<file path="src/nrzs_pkg.sv">
// nrzs_pkg: constants, types and register codes of the framed nrz sample serializer
// no dependencies; imported by every module and interface of the block
package nrzs_pkg;

	localparam int PAYLOAD_BYTES = 64;
	localparam int HEADER_BITS   = 32;
	localparam int FRAME_BITS    = HEADER_BITS + 8 * PAYLOAD_BYTES;
	localparam int POS_W         = $clog2(FRAME_BITS);
	localparam int ADDR_W        = (PAYLOAD_BYTES > 1) ? $clog2(PAYLOAD_BYTES) : 1;
	localparam int PREAMBLE_BITS = 16;

	localparam int CFG_IDX_W  = 3;
	localparam int CFG_DATA_W = 16;

	localparam logic [7:0]  FILLER_BYTE      = 8'h55;
	localparam logic [14:0] AMPLITUDE_RESET  = 15'd15000;
	localparam logic [7:0]  SPS_RESET        = 8'd5;
	localparam logic [15:0] PREAMBLE_RESET   = 16'hAAAA;
	localparam logic [15:0] SYNC_RESET       = 16'hEB90;

	localparam logic [POS_W-1:0] LAST_POS = POS_W'(FRAME_BITS - 1);

	typedef enum logic [CFG_IDX_W-1:0] {
		REG_AMPLITUDE = 3'd0,
		REG_SPS       = 3'd1,
		REG_PREAMBLE  = 3'd2,
		REG_SYNC      = 3'd3
	} cfg_reg_t;

	typedef enum logic {
		OP_LOAD = 1'b0,
		OP_TICK = 1'b1
	} op_t;

	typedef struct packed {
		logic [POS_W-1:0] pos;
		logic             last;
	} frame_pos_t;

	typedef struct packed {
		logic              wr_en;
		logic [ADDR_W-1:0] wr_addr;
		logic [7:0]        wr_data;
		logic              rd_en;
		logic [ADDR_W-1:0] rd_addr;
	} mem_req_t;

endpackage

</file>
<file path="src/nrzs_if.sv">
// nrzs_item_if and nrzs_result_if: valid/ready channels of the serializer
// depends on nrzs_pkg
interface nrzs_item_if;
	import nrzs_pkg::*;

	logic       valid;
	logic       ready;
	logic       op;
	logic [5:0] byte_index;
	logic [7:0] byte_value;

	modport source(output valid, op, byte_index, byte_value, input ready);
	modport sink(input valid, op, byte_index, byte_value, output ready);
endinterface

interface nrzs_result_if;
	import nrzs_pkg::*;

	logic              valid;
	logic              ready;
	logic signed [15:0] sample_value;
	logic [9:0]        bit_position;
	logic              frame_end;

	modport source(output valid, sample_value, bit_position, frame_end, input ready);
	modport sink(input valid, sample_value, bit_position, frame_end, output ready);
endinterface

</file>
<file path="src/nrzs_payload_mem.sv">
// nrzs_payload_mem: payload byte memory with registered read and per-entry valid bits
// unwritten entries read as filler; depends on nrzs_pkg
module nrzs_payload_mem (
	input  logic              clk,
	input  logic              arst_n,
	input  nrzs_pkg::mem_req_t req,
	output logic [7:0]        rd_data
);
	import nrzs_pkg::*;

	logic [7:0]               mem [PAYLOAD_BYTES];
	logic [PAYLOAD_BYTES-1:0] written_q;
	logic [7:0]               rdata_q;
	logic                     rvalid_q;

	always_ff @(posedge clk) begin
		if (req.wr_en) begin
			mem[req.wr_addr] <= req.wr_data;
		end
		if (req.rd_en) begin
			rdata_q <= mem[req.rd_addr];
		end
	end

	always_ff @(posedge clk or negedge arst_n) begin
		if (!arst_n) begin
			written_q <= '0;
			rvalid_q  <= 1'b0;
		end else begin
			if (req.wr_en) begin
				written_q[req.wr_addr] <= 1'b1;
			end
			if (req.rd_en) begin
				rvalid_q <= written_q[req.rd_addr];
			end
		end
	end

	assign rd_data = rvalid_q ? rdata_q : FILLER_BYTE;

endmodule

</file>
<file path="src/nrzs_frame_ctr.sv">
// nrzs_frame_ctr: frame bit and symbol sample counters, advanced once per tick beat
// depends on nrzs_pkg
module nrzs_frame_ctr (
	input  logic                 clk,
	input  logic                 arst_n,
	input  logic                 tick,
	input  logic [7:0]           sps,
	output nrzs_pkg::frame_pos_t cur
);
	import nrzs_pkg::*;

	logic [POS_W-1:0] pos_q;
	logic [7:0]       ssc_q;
	logic [7:0]       ssc_inc;
	logic             bit_done;
	logic             at_last;

	assign ssc_inc  = ssc_q + 8'd1;
	assign bit_done = (ssc_inc >= sps) || (ssc_inc == 8'd0);
	assign at_last  = (pos_q == LAST_POS);

	assign cur.pos  = pos_q;
	assign cur.last = bit_done && at_last;

	always_ff @(posedge clk or negedge arst_n) begin
		if (!arst_n) begin
			pos_q <= '0;
			ssc_q <= '0;
		end else if (tick) begin
			if (bit_done) begin
				ssc_q <= '0;
				pos_q <= at_last ? '0 : pos_q + POS_W'(1);
			end else begin
				ssc_q <= ssc_inc;
			end
		end
	end

	a_pos_in_frame: assert property (@(posedge clk) disable iff (!arst_n)
		pos_q <= LAST_POS)
		else $error("frame bit counter beyond frame");

	a_wrap_on_last: assert property (@(posedge clk) disable iff (!arst_n)
		tick && cur.last |=> pos_q == '0 && ssc_q == '0)
		else $error("counters did not wrap after last sample");

	a_hold_no_tick: assert property (@(posedge clk) disable iff (!arst_n)
		!tick |=> $stable(pos_q) && $stable(ssc_q))
		else $error("counters moved without a tick");

endmodule

</file>
<file path="src/framed_nrz_sample_serializer.sv">
// framed_nrz_sample_serializer: preamble, sync word and payload sent as +/-amplitude samples
// output: a tick beat yields its sample via stage 1 and stage 2; a load beat yields none
// throughput: one beat per cycle; a held result still takes loads and one more tick beat
// reset: registers to defaults, counters to frame start, payload reads as 0x55 filler
// depends on nrzs_pkg, nrzs_if, nrzs_payload_mem, nrzs_frame_ctr
module framed_nrz_sample_serializer (
	input  logic                             clk,
	input  logic                             arst_n,
	nrzs_item_if.sink                        item,
	nrzs_result_if.source                    result,
	input  logic                             cfg_we,
	input  logic [nrzs_pkg::CFG_IDX_W-1:0]   cfg_index,
	input  logic [nrzs_pkg::CFG_DATA_W-1:0]  cfg_wdata
);
	import nrzs_pkg::*;

	logic [14:0] amplitude_q;
	logic [7:0]  sps_q;
	logic [15:0] preamble_q;
	logic [15:0] sync_q;

	logic       accept;
	logic       tick;
	logic       load;
	logic       adv;
	frame_pos_t cur;
	mem_req_t   mreq;
	logic [7:0] rd_data;
	logic [8:0] idx_ext;
	logic [POS_W-1:0] rel;

	logic             s1_valid_q;
	logic [POS_W-1:0] pos_s1;
	logic             last_s1;

	logic              s2_valid_q;
	logic [15:0]       sample_s2;
	logic [9:0]        bitpos_s2;
	logic              last_s2;

	logic              bit_val;
	logic [15:0]       amp16;
	logic [15:0]       sample_c;
	logic [POS_W+9:0]  pos_wide;

	// config registers
	always_ff @(posedge clk or negedge arst_n) begin
		if (!arst_n) begin
			amplitude_q <= AMPLITUDE_RESET;
			sps_q       <= SPS_RESET;
			preamble_q  <= PREAMBLE_RESET;
			sync_q      <= SYNC_RESET;
		end else if (cfg_we) begin
			unique case (cfg_reg_t'(cfg_index))
				REG_AMPLITUDE: amplitude_q <= cfg_wdata[14:0];
				REG_SPS:       sps_q       <= cfg_wdata[7:0];
				REG_PREAMBLE:  preamble_q  <= cfg_wdata;
				REG_SYNC:      sync_q      <= cfg_wdata;
				default: ;
			endcase
		end
	end

	// handshake
	assign adv        = !s2_valid_q || result.ready;
	assign item.ready = !s1_valid_q || adv;
	assign accept     = item.valid && item.ready;
	assign tick       = accept && (op_t'(item.op) == OP_TICK);
	assign load       = accept && (op_t'(item.op) == OP_LOAD);

	nrzs_frame_ctr u_ctr (
		.clk    (clk),
		.arst_n (arst_n),
		.tick   (tick),
		.sps    (sps_q),
		.cur    (cur)
	);

	assign idx_ext = {3'b000, item.byte_index};
	assign rel     = cur.pos - POS_W'(HEADER_BITS);

	assign mreq.wr_en   = load && (int'(item.byte_index) < PAYLOAD_BYTES);
	assign mreq.wr_addr = idx_ext[ADDR_W-1:0];
	assign mreq.wr_data = item.byte_value;
	assign mreq.rd_en   = tick;
	assign mreq.rd_addr = rel[ADDR_W+2:3];

	nrzs_payload_mem u_mem (
		.clk     (clk),
		.arst_n  (arst_n),
		.req     (mreq),
		.rd_data (rd_data)
	);

	// stage 1: position of the tick, payload byte arrives from the memory
	always_ff @(posedge clk or negedge arst_n) begin
		if (!arst_n) begin
			s1_valid_q <= 1'b0;
		end else if (item.ready) begin
			s1_valid_q <= tick;
		end
	end

	always_ff @(posedge clk) begin
		if (tick) begin
			pos_s1  <= cur.pos;
			last_s1 <= cur.last;
		end
	end

	// bit select and antipodal mapping
	always_comb begin
		if (pos_s1 < POS_W'(PREAMBLE_BITS)) begin
			bit_val = preamble_q[~pos_s1[3:0]];
		end else if (pos_s1 < POS_W'(HEADER_BITS)) begin
			bit_val = sync_q[~pos_s1[3:0]];
		end else begin
			bit_val = rd_data[~pos_s1[2:0]];
		end
	end

	assign amp16    = {1'b0, amplitude_q};
	assign sample_c = bit_val ? amp16 : (~amp16 + 16'd1);
	assign pos_wide = {10'd0, pos_s1};

	// stage 2: result register
	always_ff @(posedge clk or negedge arst_n) begin
		if (!arst_n) begin
			s2_valid_q <= 1'b0;
		end else if (adv) begin
			s2_valid_q <= s1_valid_q;
		end
	end

	always_ff @(posedge clk) begin
		if (adv && s1_valid_q) begin
			sample_s2 <= sample_c;
			bitpos_s2 <= pos_wide[9:0];
			last_s2   <= last_s1;
		end
	end

	assign result.valid        = s2_valid_q;
	assign result.sample_value = $signed(sample_s2);
	assign result.bit_position = bitpos_s2;
	assign result.frame_end    = last_s2;

	a_stall_only_full: assert property (@(posedge clk) disable iff (!arst_n)
		!item.ready |-> s1_valid_q && s2_valid_q)
		else $error("input stalled with room in the pipeline");

	a_s1_holds: assert property (@(posedge clk) disable iff (!arst_n)
		s1_valid_q && !adv |=> s1_valid_q && $stable(pos_s1) && $stable(last_s1))
		else $error("stage 1 lost its beat while stalled");

	a_end_at_last_bit: assert property (@(posedge clk) disable iff (!arst_n)
		s1_valid_q && last_s1 |-> pos_s1 == LAST_POS)
		else $error("frame end away from last frame bit");

endmodule
</file>
<file path="src/flat_wrapper.sv">
// flat-port wrapper written by rule: the top's interface ports become plain ports
module framed_nrz_sample_serializer_flat import nrzs_pkg::*;
  (clk, arst_n, cfg_we, cfg_index, cfg_wdata, item_valid, item_op, item_byte_index, item_byte_value, item_ready, result_valid, result_sample_value, result_bit_position, result_frame_end, result_ready);
  nrzs_item_if item_i ();
  nrzs_result_if result_i ();
  input  logic clk;
  input  logic arst_n;
  input  logic cfg_we;
  input  logic [nrzs_pkg::CFG_IDX_W-1:0] cfg_index;
  input  logic [nrzs_pkg::CFG_DATA_W-1:0] cfg_wdata;
  input wire logic [$bits(item_i.valid)-1:0] item_valid;
  input wire logic [$bits(item_i.op)-1:0] item_op;
  input wire logic [$bits(item_i.byte_index)-1:0] item_byte_index;
  input wire logic [$bits(item_i.byte_value)-1:0] item_byte_value;
  output wire logic [$bits(item_i.ready)-1:0] item_ready;
  output wire logic [$bits(result_i.valid)-1:0] result_valid;
  output wire logic [$bits(result_i.sample_value)-1:0] result_sample_value;
  output wire logic [$bits(result_i.bit_position)-1:0] result_bit_position;
  output wire logic [$bits(result_i.frame_end)-1:0] result_frame_end;
  input wire logic [$bits(result_i.ready)-1:0] result_ready;
  assign item_i.valid = item_valid;
  assign item_i.op = item_op;
  assign item_i.byte_index = item_byte_index;
  assign item_i.byte_value = item_byte_value;
  assign item_ready = item_i.ready;
  assign result_valid = result_i.valid;
  assign result_sample_value = result_i.sample_value;
  assign result_bit_position = result_i.bit_position;
  assign result_frame_end = result_i.frame_end;
  assign result_i.ready = result_ready;
  framed_nrz_sample_serializer u_core (.clk(clk), .arst_n(arst_n), .item(item_i), .result(result_i), .cfg_we(cfg_we), .cfg_index(cfg_index), .cfg_wdata(cfg_wdata));
endmodule
</file>
<file path="config.mk">
export PLATFORM = sky130hd
export DESIGN_NAME = framed_nrz_sample_serializer_flat
export DESIGN_NICKNAME = d
export VERILOG_FILES = /design/src/nrzs_pkg.sv /design/src/nrzs_if.sv /design/src/nrzs_payload_mem.sv /design/src/nrzs_frame_ctr.sv /design/src/framed_nrz_sample_serializer.sv /design/src/flat_wrapper.sv
export SDC_FILE = /design/constraint.sdc
export NUM_CORES = 1
export LEC_CHECK = 0
export BUFFER_PORTS_ARGS = -buffer_cell sky130_fd_sc_hd__buf_2
export CORE_MARGIN = 3
export CORE_UTILIZATION = 45
export CTS_CLUSTER_SIZE = 16
export DETAILED_ROUTE_END_ITERATION = 8
export PLACE_DENSITY = 0.68
export REMOVE_ABC_BUFFERS = 1
export SLEW_MARGIN = 20
export SYNTH_ARGS = -nofsm -noshare
export SYNTH_HDL_FRONTEND = slang
export SYNTH_HIERARCHICAL = 1
export SYNTH_SLANG_ARGS = --single-unit
</file>
<file path="constraint.sdc">
create_clock -name clk -period 4.1 [get_ports clk]
set_clock_uncertainty 0.1 [all_clocks]
set_input_delay 0.41 -clock clk [delete_from_list [all_inputs] [get_ports clk]]
set_output_delay 0.41 -clock clk [all_outputs]
set_load 0.02 [all_outputs]
</file>
## Word level (Yosys, flattened, before mapping)

Memories as Yosys holds them, arrays and structs flattened. A register that Yosys moved wholly into a read port is not among the register bits.
Cells that the tools add are included.

- Flip-flop bits (word level): 178
- Bits in writable memories: 512
- Input port bits: 39
- Output and inout port bits: 29
- Word-level logic and storage cells: 74
- Memories kept: 1

Memories:

| name | depth | bits a word | rd ports | clocked after Yosys merged registers in | wr ports | line | text |
|---|---|---|---|---|---|---|---|
| u_core.u_mem.mem | 64 | 8 | 1 | 1 | 1 | nrzs_payload_mem.sv:11 | `logic [7:0] mem [PAYLOAD_BYTES];` |

- Add/sub/neg operators: 4
- Order comparisons: 8
- Equal/unequal tests: 4
- Multiplexer cells: 18
- Bitwise gates (word level): 5
- Reductions and logical operators: 18

Operators with widths:

| operator | count |
|---|---|
| OR 64 bit | 1 |
| adder 16 x 1 -> 16 bit (second input constant) | 1 |
| 2-to-1 mux 8 bit | 2 |
| NOT 15 -> 16 bit | 1 |
| 2-to-1 mux 15 bit | 1 |
| < comparator 6 x 7 -> 1 bit (second input constant) | 2 |
| adder 10 x 1 -> 10 bit (second input constant) | 1 |
| equality test 10 bit (second input constant) | 1 |
| < comparator 10 x 5 -> 1 bit (second input constant) | 1 |
| < comparator 10 x 6 -> 1 bit (second input constant) | 1 |
| 2-to-1 mux 10 bit | 1 |
| AND reduction 2 bit | 5 |
| 2-to-1 mux 1 bit | 9 |
| subtractor 9 x 6 -> 9 bit (second input constant) | 1 |
| adder 8 x 1 -> 8 bit (second input constant) | 1 |
| binary-select mux 1 bit (select 4 bit) | 2 |
| >= comparator 8 bit | 1 |
| logical NOT 8 bit | 1 |
| binary-select mux 1 bit (select 6 bit) | 1 |
| demux 1 bit (select 6 bit) | 1 |
| equality test 3 x 2 -> 1 bit (second input constant) | 2 |
| >= comparator 6 x 1 -> 1 bit (second input constant) | 1 |
| logical AND 1 bit | 6 |
| < comparator 4 x 5 -> 1 bit (second input constant) | 1 |
| 9 further kinds | 12 |

## Depth between registers and ports, before layout

Gate-level depths: netlist of run 1.

- Word-level depth: 7
- Gate-level depth with buffers: 12
- Mapped depth without buffers: 11

## By module

Netlist of run 1, hierarchy kept.

Modules (own cells, without submodules):

| module | instances | cells an instance | area an instance (um^2) | seq. area each (um^2) |
|---|---|---|---|---|
| nrzs_payload_mem | 1 | 1046 | 22715.5 | 17241.5 |
| framed_nrz_sample_serializer | 1 | 283 | 4162.7 | 2598.7 |
| nrzs_frame_ctr | 1 | 136 | 1367.6 | 450.4 |

## Least setup slack after synthesis of run 1

OpenSTA, ideal clock, no wires.

- Kind: register to register
- Start point: register u_core.u_ctr.ssc_q[2]
- End point: register u_core.last_s1 (data pin)
- Setup time: 0.256 ns
- Arrival: 2.523 ns
- Required time: 3.744 ns
- Path slack: 1.221 ns
- Stages on the path, launching flop included: 12
- Path buffers: 1
- Period minus slack after synthesis: 2.879 ns
- Cells stage by stage: dfrtp_1 nand3_2 nor2_1 and3_2 xnor2_1 ha_1 and2_1 a221oi_1 o21ai_2 a31o_4 buf_12 and2_2

RTL lines:

| what | line | text |
|---|---|---|
| from (decl) | nrzs_frame_ctr.sv:13 | `logic [7:0] ssc_q;` |
| from (signal assigned) | nrzs_frame_ctr.sv:34 | `ssc_q <= ssc_inc;` |
| to (signal assigned) | framed_nrz_sample_serializer.sv:107 | `last_s1 <= cur.last;` |
| to (decl) | framed_nrz_sample_serializer.sv:34 | `logic last_s1;` |

## Final worst setup path of run 1

- Start point: register u_core.u_ctr.pos_q[3]
- End point: register u_core.u_mem.rdata_q[5], read port of u_core.u_mem.mem (data pin)

- Cells in the longest elaborated chain, start to end: 1

Ends and longest elaborated chain:

| what | line | text |
|---|---|---|
| from (decl) | nrzs_frame_ctr.sv:12 | `logic [POS_W-1:0] pos_q;` |
| from (signal assigned) | nrzs_frame_ctr.sv:32 | `pos_q <= at_last ? '0 : pos_q + POS_W'(1);` |
| subtractor 9 x 6 -> 9 bit | framed_nrz_sample_serializer.sv:80 | `assign rel = cur.pos - POS_W'(HEADER_BITS);` |
| to (decl) | nrzs_payload_mem.sv:13 | `logic [7:0] rdata_q;` |

No other way between the ends.
A chain may end at the register's enable or synchronous reset.

==> metrics.md, run 1 <==
| Metric | Value |
|---|---|
| Crit share post-route | between 80% and 90% |
| Placed cell area | 29,890 µm² |
| Largest stage delay, worst path | slightly below 0.9 ns |
| Sequential area share after synthesis | a little under three quarters |
| Most area-consuming cells after synthesis | edfxtp_1 59%, mux4_2 14%, dfrtp_1 10%, dfstp_2 2.3%, mux2_2 2.1% |
| Hold Violations, Final | 0 |
| Worst Slack Setup Final | 0.7693 ns |
| Distinct cells, synth | 72 |
| Drt wl/cell | 24.33 µm |
| Most common cell in the synthesized netlist | edfxtp_1 |
| Post-CTS Resized | 0 |
| GRT overflow | 0 |
| Slew Viols, Final | 0 |
| TritonRoute pass-1 iters | 5 |
| Post-synthesis compound-gate area fraction | under 10% |
| Cell internal pwr | ~0.013 W |
| Leakage dissipation | between 10 and 15 nW |
| Row cnt | just over 90 |
| Peak supply drop | approximately 430 µV |
| Final core utilization | between 50% and 60% |
| DRT iter0 DRCs | between 1,000 and 1,500 |
| Post-synth top cells | 558 x edfxtp_1, 170 x mux4_2, 115 x dfrtp_1, 97 x nor2_1, 66 x or2_2 |
| Mux cell area share after synthesis | between 10% and 20% |
| Num Clock Sinks | 698 |
| Register Area | a little over 20,000 µm² |
| Vias | ~14,000 |
| Clk Latency, worst-skew pair | 0.62 ns |
| Highest Clock Rate | 300.2 MHz |
| Num CTS Buffers | 73 |
| Slowest CP cell | dfrtp_4 |
| HP Class | input pin to flop |
| Reg power frac | about half |
| Period minus WS final | 3.331 ns |
| Hold Worst Slack | ~0.053 ns |
| Fraction of layout cells with a size suffix above 1 | 36.80% |
| Die W | between 200 and 300 µm |
| Largest net degree at the start of global routing | 76 |
| Area of the multi-input gates | ~7500 µm² |
| Max clock buf depth | 3 |
| H-tree depth | 3 |
| Final Power | ~0.017 W |
| Routed Antenna Nets | 0 |
| Cell family with most CP delay | multiplexers |
| DRC | 0 |
| I/O pin count | between 60 and 70 |
| Status | completed |
| GPL Wtd Cong | 0.8436 |
| Worst EP arrival | ~3.6 ns |
| Clock Power Share | around 37% |
| Via density | approximately 5.6 |
| Number of synthesized flops with an enable pin | 558 |
| Final setup viols | 0 |
| Main combinational cell family by area after synthesis | multiplexers |
| Primary FF master, synth | edfxtp_1 |
| Vias in the first global route | ~15,000 |
| Initial Util | between 40% and 50% |
| Worst slew margin | approximately a third |
| Post-synthesis async set-or-reset flop share | 20.06% |
| Worst Setup End Kind | flop |
| Critical path data required time | 4.33 ns |
| Ys Warns | 6 |
| Layout Nets | 1,695 |
| Crit Path Max Fanout | 38 |
| Clk slew on worst S/H paths | approximately 0.060 ns |
| Post-CTS Setup Inserts | 0 |
| Synthesized area per cell | ~19 µm² |
| Root buf cell | clkbuf_16 |
| Critical Path Most Common Cell | mux4_2 |
| Gate power share | between 10% and 20% |
| First-pass GRT wire length | 94.55 mm |
| Tightest Pin Transition | about 1.0 ns |
| Critical-path cell list | buf_4 > mux4_2 > mux4_2 > o22ai_1 > nor2_1 |
| Worst slack at placement | 0.7343 ns |
| Die Height | 256.5 µm |
| Design Area, Final | 32,430 µm² |
| Synth Area in Adders | 0.5759% |
| Initial antenna violation count | 7 |
| RSZ-0062 raised after global routing | no |
| Cell Area, Synth | about 28,000 µm² |
| Die ar. | roughly 66,000 µm² |
| Net Sw Power | 0.004288 W |
| P&R area growth vs syn | 14.83% |
| Post-Synth XOR/XNOR Area | less than 1% |
| CTS tree | yes |
| CP startpoint kind | flop |
| Yosys reg bits | 698 |
| Pwr dens | 535.5 nW/µm² |
| IO Port Bufs | 67 |
| Max_cap viols | 0 |
| Placeable Area | between 60,000 and 70,000 µm² |
| Post-Synth Simple-Gate Area | approximately 5.7% |
| Post-Synthesis Cells | ~1,500 |
| Filler cells | slightly below 5,000 |
| Sw Ratio | between 20% and 30% |
| Hold_buf cts | 16 |
| Drt total wl | ~62 mm |
| DP HPWL | approximately 39 mm |
| Post-synth top area share | between 50% and 60% |
| Crit path buffers/inverters | 1 |
| Largest area contributor in the netlist | edfxtp_1 |
| Gr usage total | 19.13% |
| Crit Path Class | flop to flop |
[area by class of cell]
| class | count | area share [%] |
|---|---|---|
| flip-flops and latches | 698 | 62.58 |
| multi-input cells | 677 | 22.99 |
| clock buffers | 91 | 6.087 |
| repair buffers | 168 | 3.599 |
| well taps | 837 | 3.229 |
| clock inverters | 42 | 1.192 |
| inverters | 25 | 0.2893 |
| diodes | 4 | 0.03086 |
[stage by stage]
stage	instances	setup TNS (ns)
6_report	2542	0
5_1_grt	2539	0
4_1_cts	2538	0
3_5_place_dp	2389	0
3_3_place_gp	2389	0
2_1_floorplan	1400	-53.77
[layout by cell type (no fill, tap or decap), types with 4 or more instances in the layout]
master and n:
edfxtp_1 558, mux4_2 170, dfrtp_1 113, nor2_1 97
buf_4 84, clkbuf_16 73, or2_2 66, buf_2 65
mux2_2 53, mux2i_1 40, nand2_1 35, dfstp_2 25
inv_1 23, xor2_1 18, nand3_1 18, dlygate4sd3_1 16
clkinv_2 14, o22ai_1 14, nand2b_1 13, ha_1 13
clkbuf_1 10, nor2b_1 10, o21ai_0 10, a22oi_1 9
clkinvlp_4 8, clkbuf_8 8, xnor2_1 8, a21oi_1 7
and2_1 7, clkinv_1 6, nor3_1 6, nand4_1 5
nand3_2 5, diode_2 4, mux2_4 4, nand3b_1 4
[kinds of logic after synthesis]
logic type / after synthesis
flip-flops: 698
multiplexers: 267
buffers and inverters: 90
AND/OR/NAND/NOR: 297
XOR/XNOR: 29
AO/OA/AOI/OAI: 71
adder cells (fa/ha/maj): 13
[worst register-to-register path, cell delays in order, from the launching register on]
cell and delay, ns:
dfrtp_4 0.89, buf_4 0.48, mux4_2 0.59, mux4_2 0.56
o22ai_1 0.39, nor2_1 0.07
[final timing paths]
check                                            from                       endpoint  slack [ns]  cells after the start
worst max-delay path            u_core/u_ctr/pos_q[3]        u_core/u_mem/rdata_q[5]        0.77                      5
worst min-delay path                     cfg_wdata[4]                u_core/sps_q[4]        0.05                      2
worst max register to register  u_core/u_ctr/pos_q[3]        u_core/u_mem/rdata_q[5]        0.77                      5
worst min register to register       u_core/pos_s1[5]  u_core/result.bit_position[5]        0.35                      0
max in group asynchronous                      arst_n     u_core/u_mem/written_q[34]        2.63                      3
min in group asynchronous                      arst_n          u_core/preamble_q[14]        0.32                      2
[power by group through the flow]
stage	logic (W)	registers, W	clock network (W)
finish	0.00257	0.00839	0.00641
global route	0.00277	0.00845	0.00686
CTS	0.00260	0.00840	0.00656
detailed placement	0.00258	0.00854	0
global placement	0.00253	0.00853	0
floorplan	0.00179	0.00868	0
[registers in the layout, indices dropped and copies added, names as in the netlist, 10 cells and up]
name / flops
u_core/sync_q: 16
u_core/preamble_q: 16
u_core/result.sample_value: 16
u_core/result.bit_position: 10
u_core/u_mem/written_q: 64
u_core/u_ctr/pos_q: 10
u_core/amplitude_q: 15
u_core/pos_s1: 10
u_core/u_mem/mem: 512
[metal layers]
layer	global-route usage [%]	wire length [µm]	vias up
li1	-	-	6184
met1	26.85	25690	7495
met2	30.60	30160	505
met3	4.069	4568	102
met4	5.339	1364	6
met5	0	54	-
No activity file was read; power rests on OpenSTA's default activity.
==> inputs of run 2 (changes only) <==
Settings changed: PLACE_DENSITY 0.68 to 0.7.
Clock period 4.1 ns to 2.7 ns, I/O delays scaled along.
==> run 2 against run 1 <==
The run now ends with negative setup slack left. Setup slack lost 0.78 ns. Cell area grew 2.2%. Non-clock buffer count grew 75.
==> metrics.md, run 2 (synthesized netlist as in run 1, its figures left out) <==
| Metric | Value |
|---|---|
| Crit Path Max Fanout | 5 (-87%) |
| Layout Nets | 1,768 (+4.3%) |
| Peak supply drop | 556.0 µV (+28%) |
| Die W | 256.5 µm (unchanged) |
| Die Height | 256.5 µm (unchanged) |
| Vias | 14,660 (+2.6%) |
| IO Port Bufs | 67 (unchanged) |
| Crit path buffers/inverters | 0 (-1) |
| Row cnt | 91 (unchanged) |
| Routed Antenna Nets | 0 (unchanged) |
| GPL Wtd Cong | 0.8167 (-3.2%) |
| Via density | 5.612 (-0.19%) |
| Most frequent cells in the layout | 558 x edfxtp_1, 170 x mux4_2, 132 x buf_4, 113 x dfrtp_1, 96 x nor2_1 |
| Critical-path cell list | nand3_2 > nor2_2 > and3_2 > xnor2_1 > ha_1 > and2_4 > a221oi_2 > o21ai_2 > a31o_4 > nand2_4 > mux2_4 |
| Sw Ratio | 24.70% (about the same) |
| Design Area, Final | 33,150 µm² (+2.2%) |
| CTS tree | yes |
| DP HPWL | 39.70 mm (+0.59%) |
| Vias in the first global route | 15,180 (+2.6%) |
| Fraction of layout cells with a size suffix above 1 | 38.78% (+2.0 points) |
| Period minus WS final | 2.711 ns (-0.6201 ns) |
| Max_cap viols | 0 (unchanged) |
| DRC | 0 (unchanged) |
| Highest Clock Rate | 368.9 MHz (+23%) |
| Worst Setup End Kind | flop |
| Gate power share | 17.5% (+2.7 points) |
| Die ar. | 65,810 µm² (unchanged) |
| Critical path data required time | 3.07 ns (-1.26 ns) |
| Cell family with most CP delay | simple AND/OR/NAND/NOR gates |
| First-pass GRT wire length | 95.22 mm (+0.71%) |
| Largest stage delay, worst path | 0.42 ns (-0.47 ns) |
| Num Clock Sinks | 698 (unchanged) |
| Clock Power Share | 34.9% (-2.0 points) |
| Initial Util | 45.60% (unchanged) |
| Drt wl/cell | 23.89 µm (-1.8%) |
| Crit share post-route | 100.4% (+19 points) |
| Crit Path Class | flop to flop |
| Drt total wl | 62.42 mm (+0.93%) |
| Net Sw Power | 0.006546 W (+53%) |
| Cell internal pwr | 0.01996 W (+53%) |
| Top Registers | u_core/u_mem/mem (512), u_core/u_mem/written_q (64) |
| Largest net degree at the start of global routing | 65 (-14%) |
| Placeable Area | 61,940 µm² (unchanged) |
| Leakage dissipation | 11.85 nW (+3.5%) |
| I/O pin count | 68 (unchanged) |
| Slowest CP cell | dfrtp_1 |
| TritonRoute pass-1 iters | 5 (unchanged) |
| Most common cell after layout, fill and taps aside | edfxtp_1 |
| Placed cell area | 30,540 µm² (+2.2%) |
| P&R area growth vs syn | 17.36% |
| Gr usage total | 19.15% (+0.026 points) |
| Clk slew on worst S/H paths | 0.06 ns (about the same) |
| H-tree depth | 3 (unchanged) |
| Initial antenna violation count | 4 (-3) |
| Hold Violations, Final | 0 (unchanged) |
| Reg power frac | 47.5% (-0.8 points) |
| Status | finished, violations left |
| GRT overflow | 0 (unchanged) |
| Max clock buf depth | 3 (unchanged) |
| HP Class | input pin to flop |
| Slew Viols, Final | 0 (unchanged) |
| Clk Latency, worst-skew pair | 0.60 ns (-0.02 ns) |
| Final setup viols | 1 (+1) |
| Largest reg by FF count | u_core/u_mem/mem |
| Pwr dens | 799.5 nW/µm² (+49%) |
| RSZ-0062 raised after global routing | yes |
| DRT iter0 DRCs | 1,289 (-6.7%) |
| Root buf cell | clkbuf_16 |
| CP startpoint kind | flop |
| Number of flip-flops under the largest register name | 512 (unchanged) |
| Failing checks | negative setup slack |
| Num CTS Buffers | 71 (-2.7%) |
| Worst EP arrival | 3.08 ns (-0.48 ns) |
| Tightest Pin Transition | 0.7154 ns (-0.2905 ns) |
| Worst Slack Setup Final | -0.01060 ns (-0.7799 ns) |
| Hold Worst Slack | 0.01754 ns (-0.03550 ns) |
| Worst slew margin | 52.13% (+19 points) |
run 2: per-layer routing:
metal | vias up | track usage (%) | part of all wire, %
met2 | 514 | 29.78 | 47
met1 | 7697 | 27.29 | 43
met5 | - | 0 | 0.038
met3 | 112 | 4.573 | 6.9
met4 | 4 | 5.496 | 2.5
li1 | 6336 | - | -
run 2: layout make-up:
class | instances | area [µm²]
fillers | 4857 | 28790
flip-flops and latches | 698 | 20300
multi-input cells | 677 | 7507
clock buffers | 97 | 1988
repair buffers | 243 | 1976
well taps | 837 | 1047
clock inverters | 34 | 235.2
inverters | 25 | 93.84
diodes | 2 | 5.005
run 2: worst paths after layout:
check / from / end / slack, ns / cells past startpoint
max: u_core/u_ctr/ssc_q[2] / u_core/u_ctr/pos_q[0] / -0.01 / 11
min: item_byte_value[1] / u_core/u_mem/mem[58][1] / 0.02 / 1
max reg2reg: u_core/u_ctr/ssc_q[2] / u_core/u_ctr/pos_q[0] / -0.01 / 11
min reg2reg: u_core/u_mem/written_q[19] / u_core/u_mem/written_q[19] / 0.37 / 1
max in group asynchronous: arst_n / u_core/u_mem/written_q[45] / 1.61 / 4
min in group asynchronous: arst_n / u_core/amplitude_q[10] / 0.04 / 2
run 2: power groups by stage:
| stage | registers [W] | clock network [W] | logic, W |
|---|---|---|---|
| floorplan | 0.0130 | 0 | 0.00218 |
| global placement | 0.0128 | 0 | 0.00442 |
| detailed placement | 0.0128 | 0 | 0.00450 |
| CTS | 0.0126 | 0.00947 | 0.00456 |
| global route | 0.0127 | 0.00987 | 0.00504 |
| finish | 0.0126 | 0.00925 | 0.00465 |
run 2: what timing repair did:
action | CTS | global route
endpoints found under the setup margin | 13 | 18
hold endpoints to repair | 203 | 0
hold buffers | 24 | 0
gates resized for setup | 3 | 10
pin swaps | 1 | 9
setup buffers | 0 | 6
gates cloned | 0 | 1
run 2: per-stage QoR:
stage | std cells | setup TNS [ns] | utilization, % | setup WS (ns) | total power, W
2_1_floorplan | 1400 | -81.71 | - | -4.637 | 0.01521
3_3_place_gp | 2449 | -0.2743 | 49.31 | -0.07616 | 0.01719
3_5_place_dp | 2449 | -0.6482 | 49.31 | -0.1102 | 0.01730
4_1_cts | 2604 | -0.01596 | 53.32 | -0.01596 | 0.02661
5_1_grt | 2612 | -1.187 | 53.52 | -0.1317 | 0.02757
6_report | 2613 | -0.01060 | 53.52 | -0.01060 | 0.02650
